`src/design/tnefad_pkg.sv`:
```
package tnefad_pkg;

  localparam logic [31:0] STREAM_MAGIC   = 32'h223E_9F78;
  localparam logic [7:0]  LEVEL_MESSAGE  = 8'h01;
  localparam logic [7:0]  LEVEL_ATTACH   = 8'h02;
  localparam logic [15:0] TAG_BODY       = 16'h800C;
  localparam logic [15:0] TAG_DATA       = 16'h800F;
  localparam logic [15:0] TAG_TITLE      = 16'h8010;
  localparam logic [7:0]  BYTE_LF        = 8'h0A;
  localparam logic [7:0]  BYTE_CR        = 8'h0D;
  localparam logic [31:0] MIN_STREAM_LEN = 32'd6;
  localparam logic [31:0] CFG_LEN_RESET  = 32'd6;

  // result kinds
  localparam logic [1:0] KIND_NONE   = 2'd0;
  localparam logic [1:0] KIND_TITLE  = 2'd1;
  localparam logic [1:0] KIND_DATA   = 2'd2;
  localparam logic [1:0] KIND_OBJECT = 2'd3;

  // finish status codes
  localparam logic [1:0] STAT_CLEAN      = 2'd0;
  localparam logic [1:0] STAT_INCOMPLETE = 2'd1;
  localparam logic [1:0] STAT_FORMAT     = 2'd2;

  typedef enum logic [3:0] {
    PH_SIG     = 4'd0,
    PH_LVLWORD = 4'd1,
    PH_LEVEL   = 4'd2,
    PH_TAG     = 4'd3,
    PH_LEN     = 4'd4,
    PH_PAYLOAD = 4'd5,
    PH_CHECK   = 4'd6
  } phase_t;

  typedef struct packed {
    logic [1:0] kind;
    logic [7:0] data;
    logic       first;
    logic       fin;
    logic [1:0] status;
  } tnefad_res_t;

endpackage

```
`src/design/tnefad_in_if.sv`:
```
interface tnefad_in_if;
  logic       valid;
  logic       ready;
  logic [7:0] in_byte;

  modport source (output valid, output in_byte, input ready);
  modport sink   (input valid, input in_byte, output ready);
endinterface

```
`src/design/tnefad_out_if.sv`:
```
interface tnefad_out_if;
  logic       valid;
  logic       ready;
  logic [1:0] kind;
  logic [7:0] out_byte;
  logic       first_in_attribute;
  logic       finished;
  logic [1:0] status;

  modport source (output valid, output kind, output out_byte, output first_in_attribute,
                  output finished, output status, input ready);
  modport sink   (input valid, input kind, input out_byte, input first_in_attribute,
                  input finished, input status, output ready);
endinterface

```
`src/design/tnefad_parser.sv`:
```
module tnefad_parser
  import tnefad_pkg::*;
(
  input  logic        clk,
  input  logic        rst_n,
  input  logic        step,
  input  logic [7:0]  in_byte,
  input  logic [31:0] stream_len,
  output tnefad_res_t res
);

  phase_t      phase_r, phase_nxt;
  logic [2:0]  cnt_r, cnt_nxt;
  logic [31:0] position_r, position_nxt;
  logic [31:0] word_r, word_nxt;
  logic [7:0]  level_r, level_nxt;
  logic [15:0] tag_r, tag_nxt;
  logic [31:0] payload_r, payload_nxt;
  logic        body_r, body_nxt;
  logic        done_r, done_nxt;

  logic [1:0]  kind;
  logic [7:0]  obyte;
  logic        first;
  logic        fin;
  logic [1:0]  stat;

  logic [31:0] pos_inc;
  logic [31:0] shifted;
  logic [32:0] end_pos;
  logic        rem_small;

  assign pos_inc  = position_r + 32'd1;
  assign shifted  = {24'd0, in_byte} << {cnt_r[1:0], 3'b000};
  assign end_pos  = {1'b0, pos_inc} + {1'b0, word_r | shifted};
  // bytes left after this one is fewer than four (or already past the end)
  assign rem_small = (pos_inc > stream_len) || ((stream_len - pos_inc) < 32'd4);

  // next state, result fields and finish flags
  always_comb begin
    phase_nxt    = phase_r;
    cnt_nxt      = cnt_r;
    position_nxt = position_r;
    word_nxt     = word_r;
    level_nxt    = level_r;
    tag_nxt      = tag_r;
    payload_nxt  = payload_r;
    body_nxt     = body_r;
    kind         = KIND_NONE;
    obyte        = 8'd0;
    first        = 1'b0;
    fin          = 1'b0;
    stat         = STAT_CLEAN;

    if (!done_r) begin
      if (phase_r == PH_SIG && stream_len < MIN_STREAM_LEN) begin
        fin  = 1'b1;
        stat = STAT_INCOMPLETE;
      end else begin
        position_nxt = pos_inc;
        case (phase_r)
          PH_SIG: begin
            word_nxt = word_r | shifted;
            cnt_nxt  = cnt_r + 3'd1;
            if (cnt_r >= 3'd3) begin
              cnt_nxt = 3'd0;
              if (word_nxt != STREAM_MAGIC) begin
                fin  = 1'b1;
                stat = STAT_FORMAT;
              end else begin
                phase_nxt = PH_LVLWORD;
              end
            end
          end
          PH_LVLWORD, PH_CHECK: begin
            cnt_nxt = cnt_r + 3'd1;
            if (cnt_r >= 3'd1) begin
              cnt_nxt   = 3'd0;
              phase_nxt = PH_LEVEL;
            end
          end
          PH_TAG, PH_LEN: begin
            word_nxt = word_r | shifted;
            cnt_nxt  = cnt_r + 3'd1;
            if (cnt_r >= 3'd3) begin
              cnt_nxt = 3'd0;
              if (phase_r == PH_TAG) begin
                tag_nxt   = word_nxt[15:0];
                word_nxt  = 32'd0;
                phase_nxt = PH_LEN;
              end else if (word_nxt == 32'd0) begin
                // empty attribute: no checksum follows
                phase_nxt = PH_LEVEL;
              end else if (word_nxt[31]) begin
                fin  = 1'b1;
                stat = STAT_FORMAT;
              end else begin
                if (level_r == LEVEL_MESSAGE) begin
                  if (tag_r == TAG_BODY) body_nxt = 1'b1;
                  kind = KIND_OBJECT;
                end
                if (level_r != LEVEL_MESSAGE && level_r != LEVEL_ATTACH) begin
                  fin  = 1'b1;
                  stat = STAT_FORMAT;
                end else if (end_pos > {1'b0, stream_len}) begin
                  fin  = 1'b1;
                  stat = STAT_FORMAT;
                end else begin
                  payload_nxt = word_nxt;
                  phase_nxt   = PH_PAYLOAD;
                end
              end
            end
          end
          PH_PAYLOAD: begin
            if (level_r == LEVEL_ATTACH && (tag_r == TAG_TITLE || tag_r == TAG_DATA)) begin
              kind  = (tag_r == TAG_TITLE) ? KIND_TITLE : KIND_DATA;
              obyte = in_byte;
              // word_r still holds the attribute length
              first = (payload_r == word_r);
            end
            payload_nxt = payload_r - 32'd1;
            if (payload_r == 32'd1) begin
              cnt_nxt   = 3'd0;
              phase_nxt = PH_CHECK;
            end
          end
          default: begin
            // level byte of the next attribute
            level_nxt = in_byte;
            if (in_byte == 8'd0 ||
                ((in_byte == BYTE_LF || in_byte == BYTE_CR) && rem_small)) begin
              fin  = 1'b1;
              stat = body_r ? STAT_INCOMPLETE : STAT_CLEAN;
            end else begin
              phase_nxt = PH_TAG;
              cnt_nxt   = 3'd0;
              word_nxt  = 32'd0;
            end
          end
        endcase

        if (!fin && pos_inc >= stream_len) begin
          fin  = 1'b1;
          stat = (phase_nxt == PH_LEVEL && !body_nxt) ? STAT_CLEAN : STAT_INCOMPLETE;
        end
      end
    end

    done_nxt = done_r | fin;
  end

  // result assembly
  always_comb begin
    res.kind   = kind;
    res.data   = obyte;
    res.first  = first;
    res.fin    = fin;
    res.status = stat;
  end

  always_ff @(posedge clk) begin
    if (!rst_n) begin
      phase_r    <= PH_SIG;
      cnt_r      <= 3'd0;
      position_r <= 32'd0;
      word_r     <= 32'd0;
      level_r    <= 8'd0;
      tag_r      <= 16'd0;
      payload_r  <= 32'd0;
      body_r     <= 1'b0;
      done_r     <= 1'b0;
    end else if (step) begin
      phase_r    <= phase_nxt;
      cnt_r      <= cnt_nxt;
      position_r <= position_nxt;
      word_r     <= word_nxt;
      level_r    <= level_nxt;
      tag_r      <= tag_nxt;
      payload_r  <= payload_nxt;
      body_r     <= body_nxt;
      done_r     <= done_nxt;
    end
  end

  assert property (@(posedge clk) disable iff (!rst_n)
    step && done_r |-> (res.kind == KIND_NONE && !res.fin))
    else $error("tnefad_parser: activity after finish");

  assert property (@(posedge clk) disable iff (!rst_n)
    step && phase_r == PH_PAYLOAD |-> payload_r != 32'd0)
    else $error("tnefad_parser: payload phase with no bytes left");

  assert property (@(posedge clk) disable iff (!rst_n)
    step && res.fin |=> done_r)
    else $error("tnefad_parser: finish not latched");

endmodule

```
`src/design/tnef_attribute_deframer_unit.sv`:
```
// channel  | dir | payload                                            | handshake
// in_ch    | in  | in_byte[7:0]                                       | valid/ready
// out_ch   | out | kind, out_byte, first_in_attribute, finished,     | valid/ready
//          |     | status                                             |
// cfg_*    | in  | cfg_wr_data[31:0] = stream_length                  | cfg_wr_en
//
// One result per stream byte; the result is registered and appears in the cycle after the
// byte is taken. Sustained rate is one byte per clock while out_ch.ready stays high: the
// parser state steps on each accepted byte and the result register is refilled in the same cycle it is drained.
// Reset (synchronous, rst_n low) returns to the signature phase, stream_length = 6.
// A stalled result holds in_ch.ready low until out_ch.ready takes it.
module tnef_attribute_deframer_unit
  import tnefad_pkg::*;
(
  input  logic              clk,
  input  logic              rst_n,
  tnefad_in_if.sink         in_ch,
  tnefad_out_if.source      out_ch,
  input  logic              cfg_wr_en,
  input  logic [31:0]       cfg_wr_data
);

  logic [31:0] stream_len_r;
  logic        out_valid_r;
  tnefad_res_t res;
  tnefad_res_t res_r;
  logic        step;

  assign in_ch.ready = !out_valid_r || out_ch.ready;
  assign step        = in_ch.valid && in_ch.ready;

  tnefad_parser u_parser (
    .clk        (clk),
    .rst_n      (rst_n),
    .step       (step),
    .in_byte    (in_ch.in_byte),
    .stream_len (stream_len_r),
    .res        (res)
  );

  always_ff @(posedge clk) begin
    if (!rst_n) begin
      stream_len_r <= CFG_LEN_RESET;
    end else if (cfg_wr_en) begin
      stream_len_r <= cfg_wr_data;
    end
  end

  always_ff @(posedge clk) begin
    if (!rst_n) begin
      out_valid_r <= 1'b0;
    end else if (step) begin
      out_valid_r <= 1'b1;
    end else if (out_ch.ready) begin
      out_valid_r <= 1'b0;
    end
  end

  always_ff @(posedge clk) begin
    if (step) begin
      res_r <= res;
    end
  end

  assign out_ch.valid              = out_valid_r;
  assign out_ch.kind               = res_r.kind;
  assign out_ch.out_byte           = res_r.data;
  assign out_ch.first_in_attribute = res_r.first;
  assign out_ch.finished           = res_r.fin;
  assign out_ch.status             = res_r.status;

  assert property (@(posedge clk) disable iff (!rst_n)
    out_ch.valid && out_ch.ready && out_ch.finished |=> !(out_ch.valid && out_ch.finished))
    else $error("deframer: second finish request");

  assert property (@(posedge clk) disable iff (!rst_n)
    out_ch.valid && out_ch.first_in_attribute |->
      (out_ch.kind == KIND_TITLE || out_ch.kind == KIND_DATA))
    else $error("deframer: first flag on non-payload result");

  assert property (@(posedge clk) disable iff (!rst_n)
    out_ch.valid && !out_ch.finished |-> out_ch.status == STAT_CLEAN)
    else $error("deframer: status without finish");

  assert property (@(posedge clk) disable iff (!rst_n)
    !in_ch.ready |-> out_valid_r)
    else $error("deframer: input stalled with empty result register");

endmodule
```
`src/flat_wrapper.sv`:
```
// flat-port wrapper written by rule: the top's interface ports become plain ports
module tnef_attribute_deframer_unit_flat import tnefad_pkg::*;
  (clk, rst_n, cfg_wr_en, cfg_wr_data, in_ch_valid, in_ch_in_byte, in_ch_ready, out_ch_valid, out_ch_kind, out_ch_out_byte, out_ch_first_in_attribute, out_ch_finished, out_ch_status, out_ch_ready);
  tnefad_in_if in_ch_i ();
  tnefad_out_if out_ch_i ();
  input  logic clk;
  input  logic rst_n;
  input  logic cfg_wr_en;
  input  logic [31:0] cfg_wr_data;
  input wire logic [$bits(in_ch_i.valid)-1:0] in_ch_valid;
  input wire logic [$bits(in_ch_i.in_byte)-1:0] in_ch_in_byte;
  output wire logic [$bits(in_ch_i.ready)-1:0] in_ch_ready;
  output wire logic [$bits(out_ch_i.valid)-1:0] out_ch_valid;
  output wire logic [$bits(out_ch_i.kind)-1:0] out_ch_kind;
  output wire logic [$bits(out_ch_i.out_byte)-1:0] out_ch_out_byte;
  output wire logic [$bits(out_ch_i.first_in_attribute)-1:0] out_ch_first_in_attribute;
  output wire logic [$bits(out_ch_i.finished)-1:0] out_ch_finished;
  output wire logic [$bits(out_ch_i.status)-1:0] out_ch_status;
  input wire logic [$bits(out_ch_i.ready)-1:0] out_ch_ready;
  assign in_ch_i.valid = in_ch_valid;
  assign in_ch_i.in_byte = in_ch_in_byte;
  assign in_ch_ready = in_ch_i.ready;
  assign out_ch_valid = out_ch_i.valid;
  assign out_ch_kind = out_ch_i.kind;
  assign out_ch_out_byte = out_ch_i.out_byte;
  assign out_ch_first_in_attribute = out_ch_i.first_in_attribute;
  assign out_ch_finished = out_ch_i.finished;
  assign out_ch_status = out_ch_i.status;
  assign out_ch_i.ready = out_ch_ready;
  tnef_attribute_deframer_unit u_core (.clk(clk), .rst_n(rst_n), .in_ch(in_ch_i), .out_ch(out_ch_i), .cfg_wr_en(cfg_wr_en), .cfg_wr_data(cfg_wr_data));
endmodule
```
`config.mk`:
```
export PLATFORM = sky130hd
export DESIGN_NAME = tnef_attribute_deframer_unit_flat
export DESIGN_NICKNAME = d
export VERILOG_FILES = /design/src/design/tnefad_pkg.sv /design/src/design/tnefad_in_if.sv /design/src/design/tnefad_out_if.sv /design/src/design/tnefad_parser.sv /design/src/design/tnef_attribute_deframer_unit.sv /design/src/flat_wrapper.sv
export SDC_FILE = /design/constraint.sdc
export NUM_CORES = 1
export LEC_CHECK = 0
export BUFFER_PORTS_ARGS = -buffer_cell sky130_fd_sc_hd__buf_2
export CAP_MARGIN = 20
export CORE_MARGIN = 2
export CORE_UTILIZATION = 57
export CTS_CLUSTER_DIAMETER = 40
export DETAILED_ROUTE_END_ITERATION = 10
export PLACE_DENSITY = 0.82
export SYNTH_ARGS = -nofsm -noshare
export SYNTH_HDL_FRONTEND = slang
export SYNTH_HIERARCHICAL = 1
export SYNTH_SLANG_ARGS = --single-unit
```
`constraint.sdc`:
```
create_clock -name clk -period 5.9 [get_ports clk]
set_clock_uncertainty 0.2 [all_clocks]
set_input_delay 0.295 -clock clk [delete_from_list [all_inputs] [get_ports clk]]
set_output_delay 0.295 -clock clk [all_outputs]
set_load 0.005 [all_outputs]
```
==> results of run 1 <==
-- registers in the layout, summed over array words and instances, names as in the netlist, 2 cells and up --
signal	flops
u_core/u_parser/phase_r	4
u_core/u_parser/word_r	32
u_core/u_parser/position_r	32
u_core/out_ch.status	2
u_core/u_parser/tag_r	16
u_core/out_ch.kind	2
u_core/u_parser/level_r	8
u_core/stream_len_r	32
u_core/u_parser/cnt_r	3
u_core/u_parser/payload_r	32
u_core/out_ch.out_byte	8
-- layout make-up --
type,instances,area (µm²),share of cell area
tap,324,405,0.0219
multi-input combinational,1370,10300,0.555
inverter,133,503,0.0272
clock inverter,15,211,0.0114
sequential,176,3680,0.199
timing repair buffer,382,2990,0.162
clock buffer,17,425,0.0230
antenna,1,2.50,0.000135
-- stage by stage --
stage / setup slack [ps] / util
6_report: -605 / 0.767
5_1_grt: -838 / 0.767
4_1_cts: -220 / 0.739
3_5_place_dp: -715 / 0.669
3_3_place_gp: -464 / 0.669
2_1_floorplan: 22.0 / -
-- report_power, final --
part           internal (mW)  leakage [nW]  switching (mW)
Combinational          0.502          6.32           0.677
Sequential              1.24          1.46          0.0555
Clock                  0.597         0.306           0.651
Total                   2.34          8.08            1.38
-- cell usage in the layout, fill, tap and decap left out, types with 12 or more instances in the layout --
cell type,netlist,routed
a21oi_1,148,128
xnor2_1,88,78
xor2_1,36,29
a21oi_2,1,19
buf_4,3,267
or3_1,20,20
dlygate4sd3_1,0,34
o21ai_0,73,60
nor2_1,158,146
ha_4,0,12
a211oi_1,33,29
and2_1,21,21
inv_1,129,124
o21ai_2,1,32
nand3_1,36,29
a21o_1,36,36
edfxtp_1,14,14
nor4_1,38,34
buf_2,10,60
nor2b_1,46,44
o2bb2ai_2,0,18
o21a_1,18,17
nand2b_1,15,13
clkbuf_16,0,19
ha_1,98,85
nand4_1,45,45
nand2_1,124,121
and3_1,22,17
nor3_1,39,37
o2bb2ai_1,32,14
dfxtp_1,162,156
mux2i_1,47,47
o211ai_1,13,13
-- layer usage --
layer,vias to the layer above,GRT usage,share of wire
li1,6992,-,-
met1,7525,0.531,0.38
met2,1247,0.641,0.43
met3,347,0.0909,0.11
met4,0,0.233,0.073
met5,-,0,0
-- tightest hold or removal path, stage by stage --
cell and delay [ps]:
buf_2 170, mux2i_1 150, nor2_1 50
-- cell families (layout without fill, tap and decap cells) --
logic type / after synthesis / count (layout) / synth area share
muxes: 50 / 50 / 0.0366
adders and majority gates: 101 / 101 / 0.0913
AOI/OAI and AO/OA: 486 / 486 / 0.233
xor gates and xnor gates: 127 / 127 / 0.0832
and+or+nand+nor: 606 / 606 / 0.225
DFF: 176 / 176 / 0.264
other: 0 / 1 / 0
buffers and inverters: 222 / 547 / 0.0677
-- what timing repair did --
item / CTS / global route
gates resized for setup: 118 / 110
pin swaps: 51 / 81
buffers inserted: 15 / 15
hold buffers: 34 / 0
gates cloned: 3 / 2
setup endpoints to repair: 75 / 75
endpoints found under the hold margin: 33 / 0
-- how the worst max path moves through the flow --
stage | depth (start not counted) | slack [ps] | end | start
2_1_floorplan | 30 | 20 | u_core/u_parser/payload_r[0] | u_core/u_parser/cnt_r[0]
3_3_place_gp | 31 | -460 | u_core/u_parser/payload_r[4] | u_core/u_parser/position_r[0]
3_5_place_dp | 29 | -710 | u_core/u_parser/payload_r[2] | u_core/u_parser/position_r[0]
4_1_cts | 33 | -220 | u_core/u_parser/payload_r[22] | u_core/u_parser/position_r[1]
5_1_grt | 32 | -840 | u_core/u_parser/payload_r[24] | u_core/u_parser/position_r[0]
6_report | 33 | -600 | u_core/u_parser/payload_r[24] | u_core/u_parser/position_r[0]
-- synth_stat cells (32+ instances only) --
| cell | instances |
|---|---|
| dfxtp_1 | 162 |
| nor2_1 | 158 |
| a21oi_1 | 148 |
| inv_1 | 129 |
| nand2_1 | 124 |
| ha_1 | 98 |
| xnor2_1 | 88 |
| o21ai_0 | 73 |
| clkbuf_1 | 66 |
| mux2i_1 | 47 |
| nor2b_1 | 46 |
| nand4_1 | 45 |
| nor3_1 | 39 |
| nor4_1 | 38 |
| a21o_1 | 36 |
| nand3_1 | 36 |
| xor2_1 | 36 |
| a211oi_1 | 33 |
| o2bb2ai_1 | 32 |
==> metrics, run 1 <==
synth top area cells=dfxtp_1 23%, ha_1 8.8%, xnor2_1 5.6%; flops & latches, synth=176; Worst Hold End=u_core/u_parser/level_r[4]; pin count of the biggest net entering global routing=91; CP Launch Type=flop; Synth Area per Inst=7.85 µm²; leading area contributor after synthesis=dfxtp_1; 1st-iter DRT viols=2,252; area post-placement=around 0.016 mm²; Final #Nets=2,224; Die ar.=0.0256 mm²; CP bufs+invs=6; CP required=5980 ps; vias in the first global route=15,112; DRC=0; post-route cell area=0.0185 mm²; core area=0.0241 mm²; maximum VDD drop=~210 µV; CTS sink cnt=approximately 180; status=finished with violations; Worst Max-Slew Pin Slew=1130 ps; max_slew headroom=0.248; reg-to-reg startpoint=u_core/u_parser/position_r[0]; # rows=57; critical path peak fanout=5; GPL Wtd Cong=between 1 and 1.5; Cells after DPL=between 2,000 and 2,500; Synth warnings=6; Async S/R FF share, synth=0; root buffer cell=clkbuf_16; post-synthesis cell count=1,768; worst setup margin=-605 ps; clk slew on worst S/H paths=90 ps; final period utilization=1.10; CP max stage delay=670 ps; flop2flop setup slack=-600 ps; Distinct cells, synth=95; cell family with most CP delay=compound AO/OA/AOI/OAI gates; syn_nets=1,912; Hold Crit Start=in_ch_in_byte[4]; part of the Yosys area used for sequential elements=0.264; total chip power=3.72 mW; number of enable flip-flop cells after synthesis=14; pwr dens=201 mW/mm²; CP max stage cell=or4_4; clk_lat worst skew=450 ps; global-route wire length before repair=~82 mm; fin crit period=6500 ps; CTS tree=built; Filler cells=1,653; Layout Cells excl Fill=2,418; Hold Path Class=input pin to flop; post-route antenna net violation count=0; Worst Setup End Kind=flop; TNS Setup=-19,020 ps; failing checks=setup timing; TritonRoute pass-1 iters=6; Max Cap Violations=0; DP HPWL=38.4 mm; Layout area overhead=33.3%; Hold Vio Cnt, Final=0; IO Port Bufs=60; initial core utilization=0.575; worst reg2reg path endpoint=u_core/u_parser/payload_r[24]; unrepaired setup endpoints after global routing=yes; Fmax=0.154 GHz; CP dominant cell by count=a21oi_2; final WL=56.7 mm; r2r worst-path depth=33; post-synth top area share=0.234; Post-synth top flop=dfxtp_1; Via density=6.66; Synth Cell Area=0.0139 mm²; total CTS buffers=17; vias=roughly 16,000; leak pwr=8.08 nW; total global routing overflow=0; critical path arrival=6580 ps; gr usage total=0.413; Die H=about 160 µm; critical path class=flop to flop; ratio of cells with drive above 1 in the final layout=0.280; die width=160 µm; Final setup viols=between 50 and 60; wire length per cell=23.4 µm; hold_ws=63.5 ps; IO Pins=61; H-tree levels=4; Hold Path Depth=3; initial antenna violation count=1; maximum buffer depth of the clock tree=2; Max Slew Vio Count=0
Power figures use the tool's default switching activity.
==> inputs of run 2 (changes only) <==
--- a/config.mk
+++ b/config.mk
@@ -5,10 +5,13 @@
 export SDC_FILE = /design/constraint.sdc
 export NUM_CORES = 1
 export LEC_CHECK = 0
+export ABC_CLOCK_PERIOD_IN_PS = 5900
 export BUFFER_PORTS_ARGS = -buffer_cell sky130_fd_sc_hd__buf_2
 export CAP_MARGIN = 20
+export CELL_PAD_IN_SITES_DETAIL_PLACEMENT = 0
+export CELL_PAD_IN_SITES_GLOBAL_PLACEMENT = 1
 export CORE_MARGIN = 2
-export CORE_UTILIZATION = 57
+export CORE_UTILIZATION = 43
 export CTS_CLUSTER_DIAMETER = 40
 export DETAILED_ROUTE_END_ITERATION = 10
 export PLACE_DENSITY = 0.82
==> metrics, run 2 (synthesis results as in run 1) <==
die width=184 µm (+15%); final period utilization=1.05 (-0.0481); critical path class=flop to flop; leak pwr=8.09 nW (about the same); met1 WL=23.0 mm (+6.1%); Max Cap Violations=0 (unchanged); max_slew headroom=0.300 (+0.0511); CP max stage delay=590 ps (-80 ps); global-route wire length before repair=81.3 mm (-1.4%); maximum VDD drop=226 µV (+5.7%); Hold Crit Start=in_ch_in_byte[4]; Max Slew Vio Count=0 (unchanged); Hold Path Class=input pin to flop; hold_ws=94.6 ps (+31.1 ps); Final setup viols=32 (-38%); 1st-iter DRT viols=1,499 (-33%); DP HPWL=39.7 mm (+3.3%); Layout area overhead=32.9%; clk_lat worst skew=470 ps (+20 ps); maximum buffer depth of the clock tree=2 (unchanged); metal2 WL=24.6 mm (+1.1%); initial antenna violation count=1 (unchanged); H-tree levels=4 (unchanged); area of the multi-input gates=0.0100 mm² (-2.3%); clk slew on worst S/H paths=80 ps (about the same); gr usage total=0.314 (-0.0986); root buffer cell=clkbuf_16; CP max stage cell=or4_4; pwr dens=196 mW/mm² (-2.9%); IO Pins=61 (unchanged); failing checks=setup timing; worst setup margin=-321 ps (+284 ps); CP dominant cell by count=a21o_1; vias in the first global route=14,254 (-5.7%); Final #Nets=2,228 (+0.18%); initial core utilization=0.438 (-0.137); Worst Setup End Kind=flop; CTS tree=built; CP required=6020 ps (+40 ps); critical path arrival=6340 ps (-240 ps); unrepaired setup endpoints after global routing=yes; final WL=53.5 mm (-5.6%); flop2flop setup slack=-320 ps (+280 ps); GPL Wtd Cong=0.984 (-4.3%); Place WS=-673 ps (+42.3 ps); Via density=5.96 (-11%); fin crit period=6220 ps (-284 ps); total CTS buffers=17 (unchanged); ant diodes=0 (-1); wire length per cell=21.4 µm (-8.6%); most common cell after layout, fill and taps aside=buf_4; DRC=0 (unchanged); CTS sink cnt=176 (unchanged); CP Launch Type=flop; ratio of cells with drive above 1 in the final layout=0.266 (-0.0139); core area=0.0316 mm² (+31%); vias=14,887 (-7.6%); total global routing overflow=0 (unchanged); most frequent cells in the layout=265 x buf_4, 154 x dfxtp_1, 146 x nor2_1; sequential cell area=0.00368 mm² (about the same); post-route antenna net violation count=0 (unchanged); Worst Max-Slew Pin Slew=1050 ps (-76.6 ps); met3 wire length=4.05 mm (-37%); TritonRoute pass-1 iters=6 (unchanged); Filler cells=2,860 (+73%); pin count of the biggest net entering global routing=69 (-24%); reg-to-reg startpoint=u_core/u_parser/position_r[1]; total chip power=3.60 mW (-3.2%); critical path peak fanout=8 (+3); Die H=184 µm (+15%); Hold Vio Cnt, Final=0 (unchanged); status=finished with violations; # rows=65 (+14%); Worst Setup SP=u_core/u_parser/position_r[1]; highest routed layer=met5; Fmax=0.161 GHz (+4.6%); Die ar.=0.0337 mm² (+32%); IO Port Bufs=60 (unchanged)
## run 2: per-layer routing
layer  global-route usage  vias up
met5                    0        -
li1                     -     7003
met3               0.0574      128
met1                0.418     7115
met2                0.512      639
met4                0.106        2
## run 2: timing repair
action                                 4_1_cts  5_1_grt
resized for setup                          106       83
hold buffers                                34        0
gates cloned                                 5        2
pin swaps                                   66       36
setup buffers                               16       16
endpoints found under the hold margin       33        0
setup endpoints to repair                   74       75
## run 2: area by class of cell
class	count	share of cell area
inverter	133	0.0273
multi-input combinational	1370	0.545
tap	402	0.0273
sequential	176	0.200
timing repair buffer	386	0.168
clock inverter	15	0.0107
clock buffer	17	0.0231
## run 2: power by group
part           internal, mW  switching [mW]  leakage (nW)  total, mW
registers              1.24          0.0522          1.46       1.29
clock network         0.583           0.618         0.300       1.20
logic                 0.494           0.616          6.33       1.11
total                  2.32            1.29          8.09       3.60
## run 2: per-stage QoR
| step | instances | area [µm²] | TNS, ps | utilization |
|---|---|---|---|---|
| floorplan | 1768 | 13900 | 0 | - |
| global placement | 2400 | 16300 | -17250 | 0.514 |
| detailed placement | 2400 | 16300 | -29650 | 0.514 |
| CTS | 2486 | 17900 | -11900 | 0.566 |
| global route | 2499 | 18400 | -18650 | 0.583 |
| finish | 2499 | 18400 | -9380 | 0.583 |
## run 2: path summary, 6_finish.rpt
path	endpoint	cells past startpoint
max reg2reg	u_core/u_parser/payload_r[3]	33
min reg2reg	u_core/u_parser/body_r	2
min	u_core/u_parser/level_r[4]	4
max	u_core/u_parser/payload_r[3]	33
## run 2: critical path, delay by kind of cell, from the launching register on
kind                       cells  cell delay, ps
AOI/OAI and AO/OA             17            2770
buffers and inverters          4             600
xor gates and xnor gates       2             280
adders and majority gates      3             640
and+or+nand+nor                7            1220
DFF                            1             380
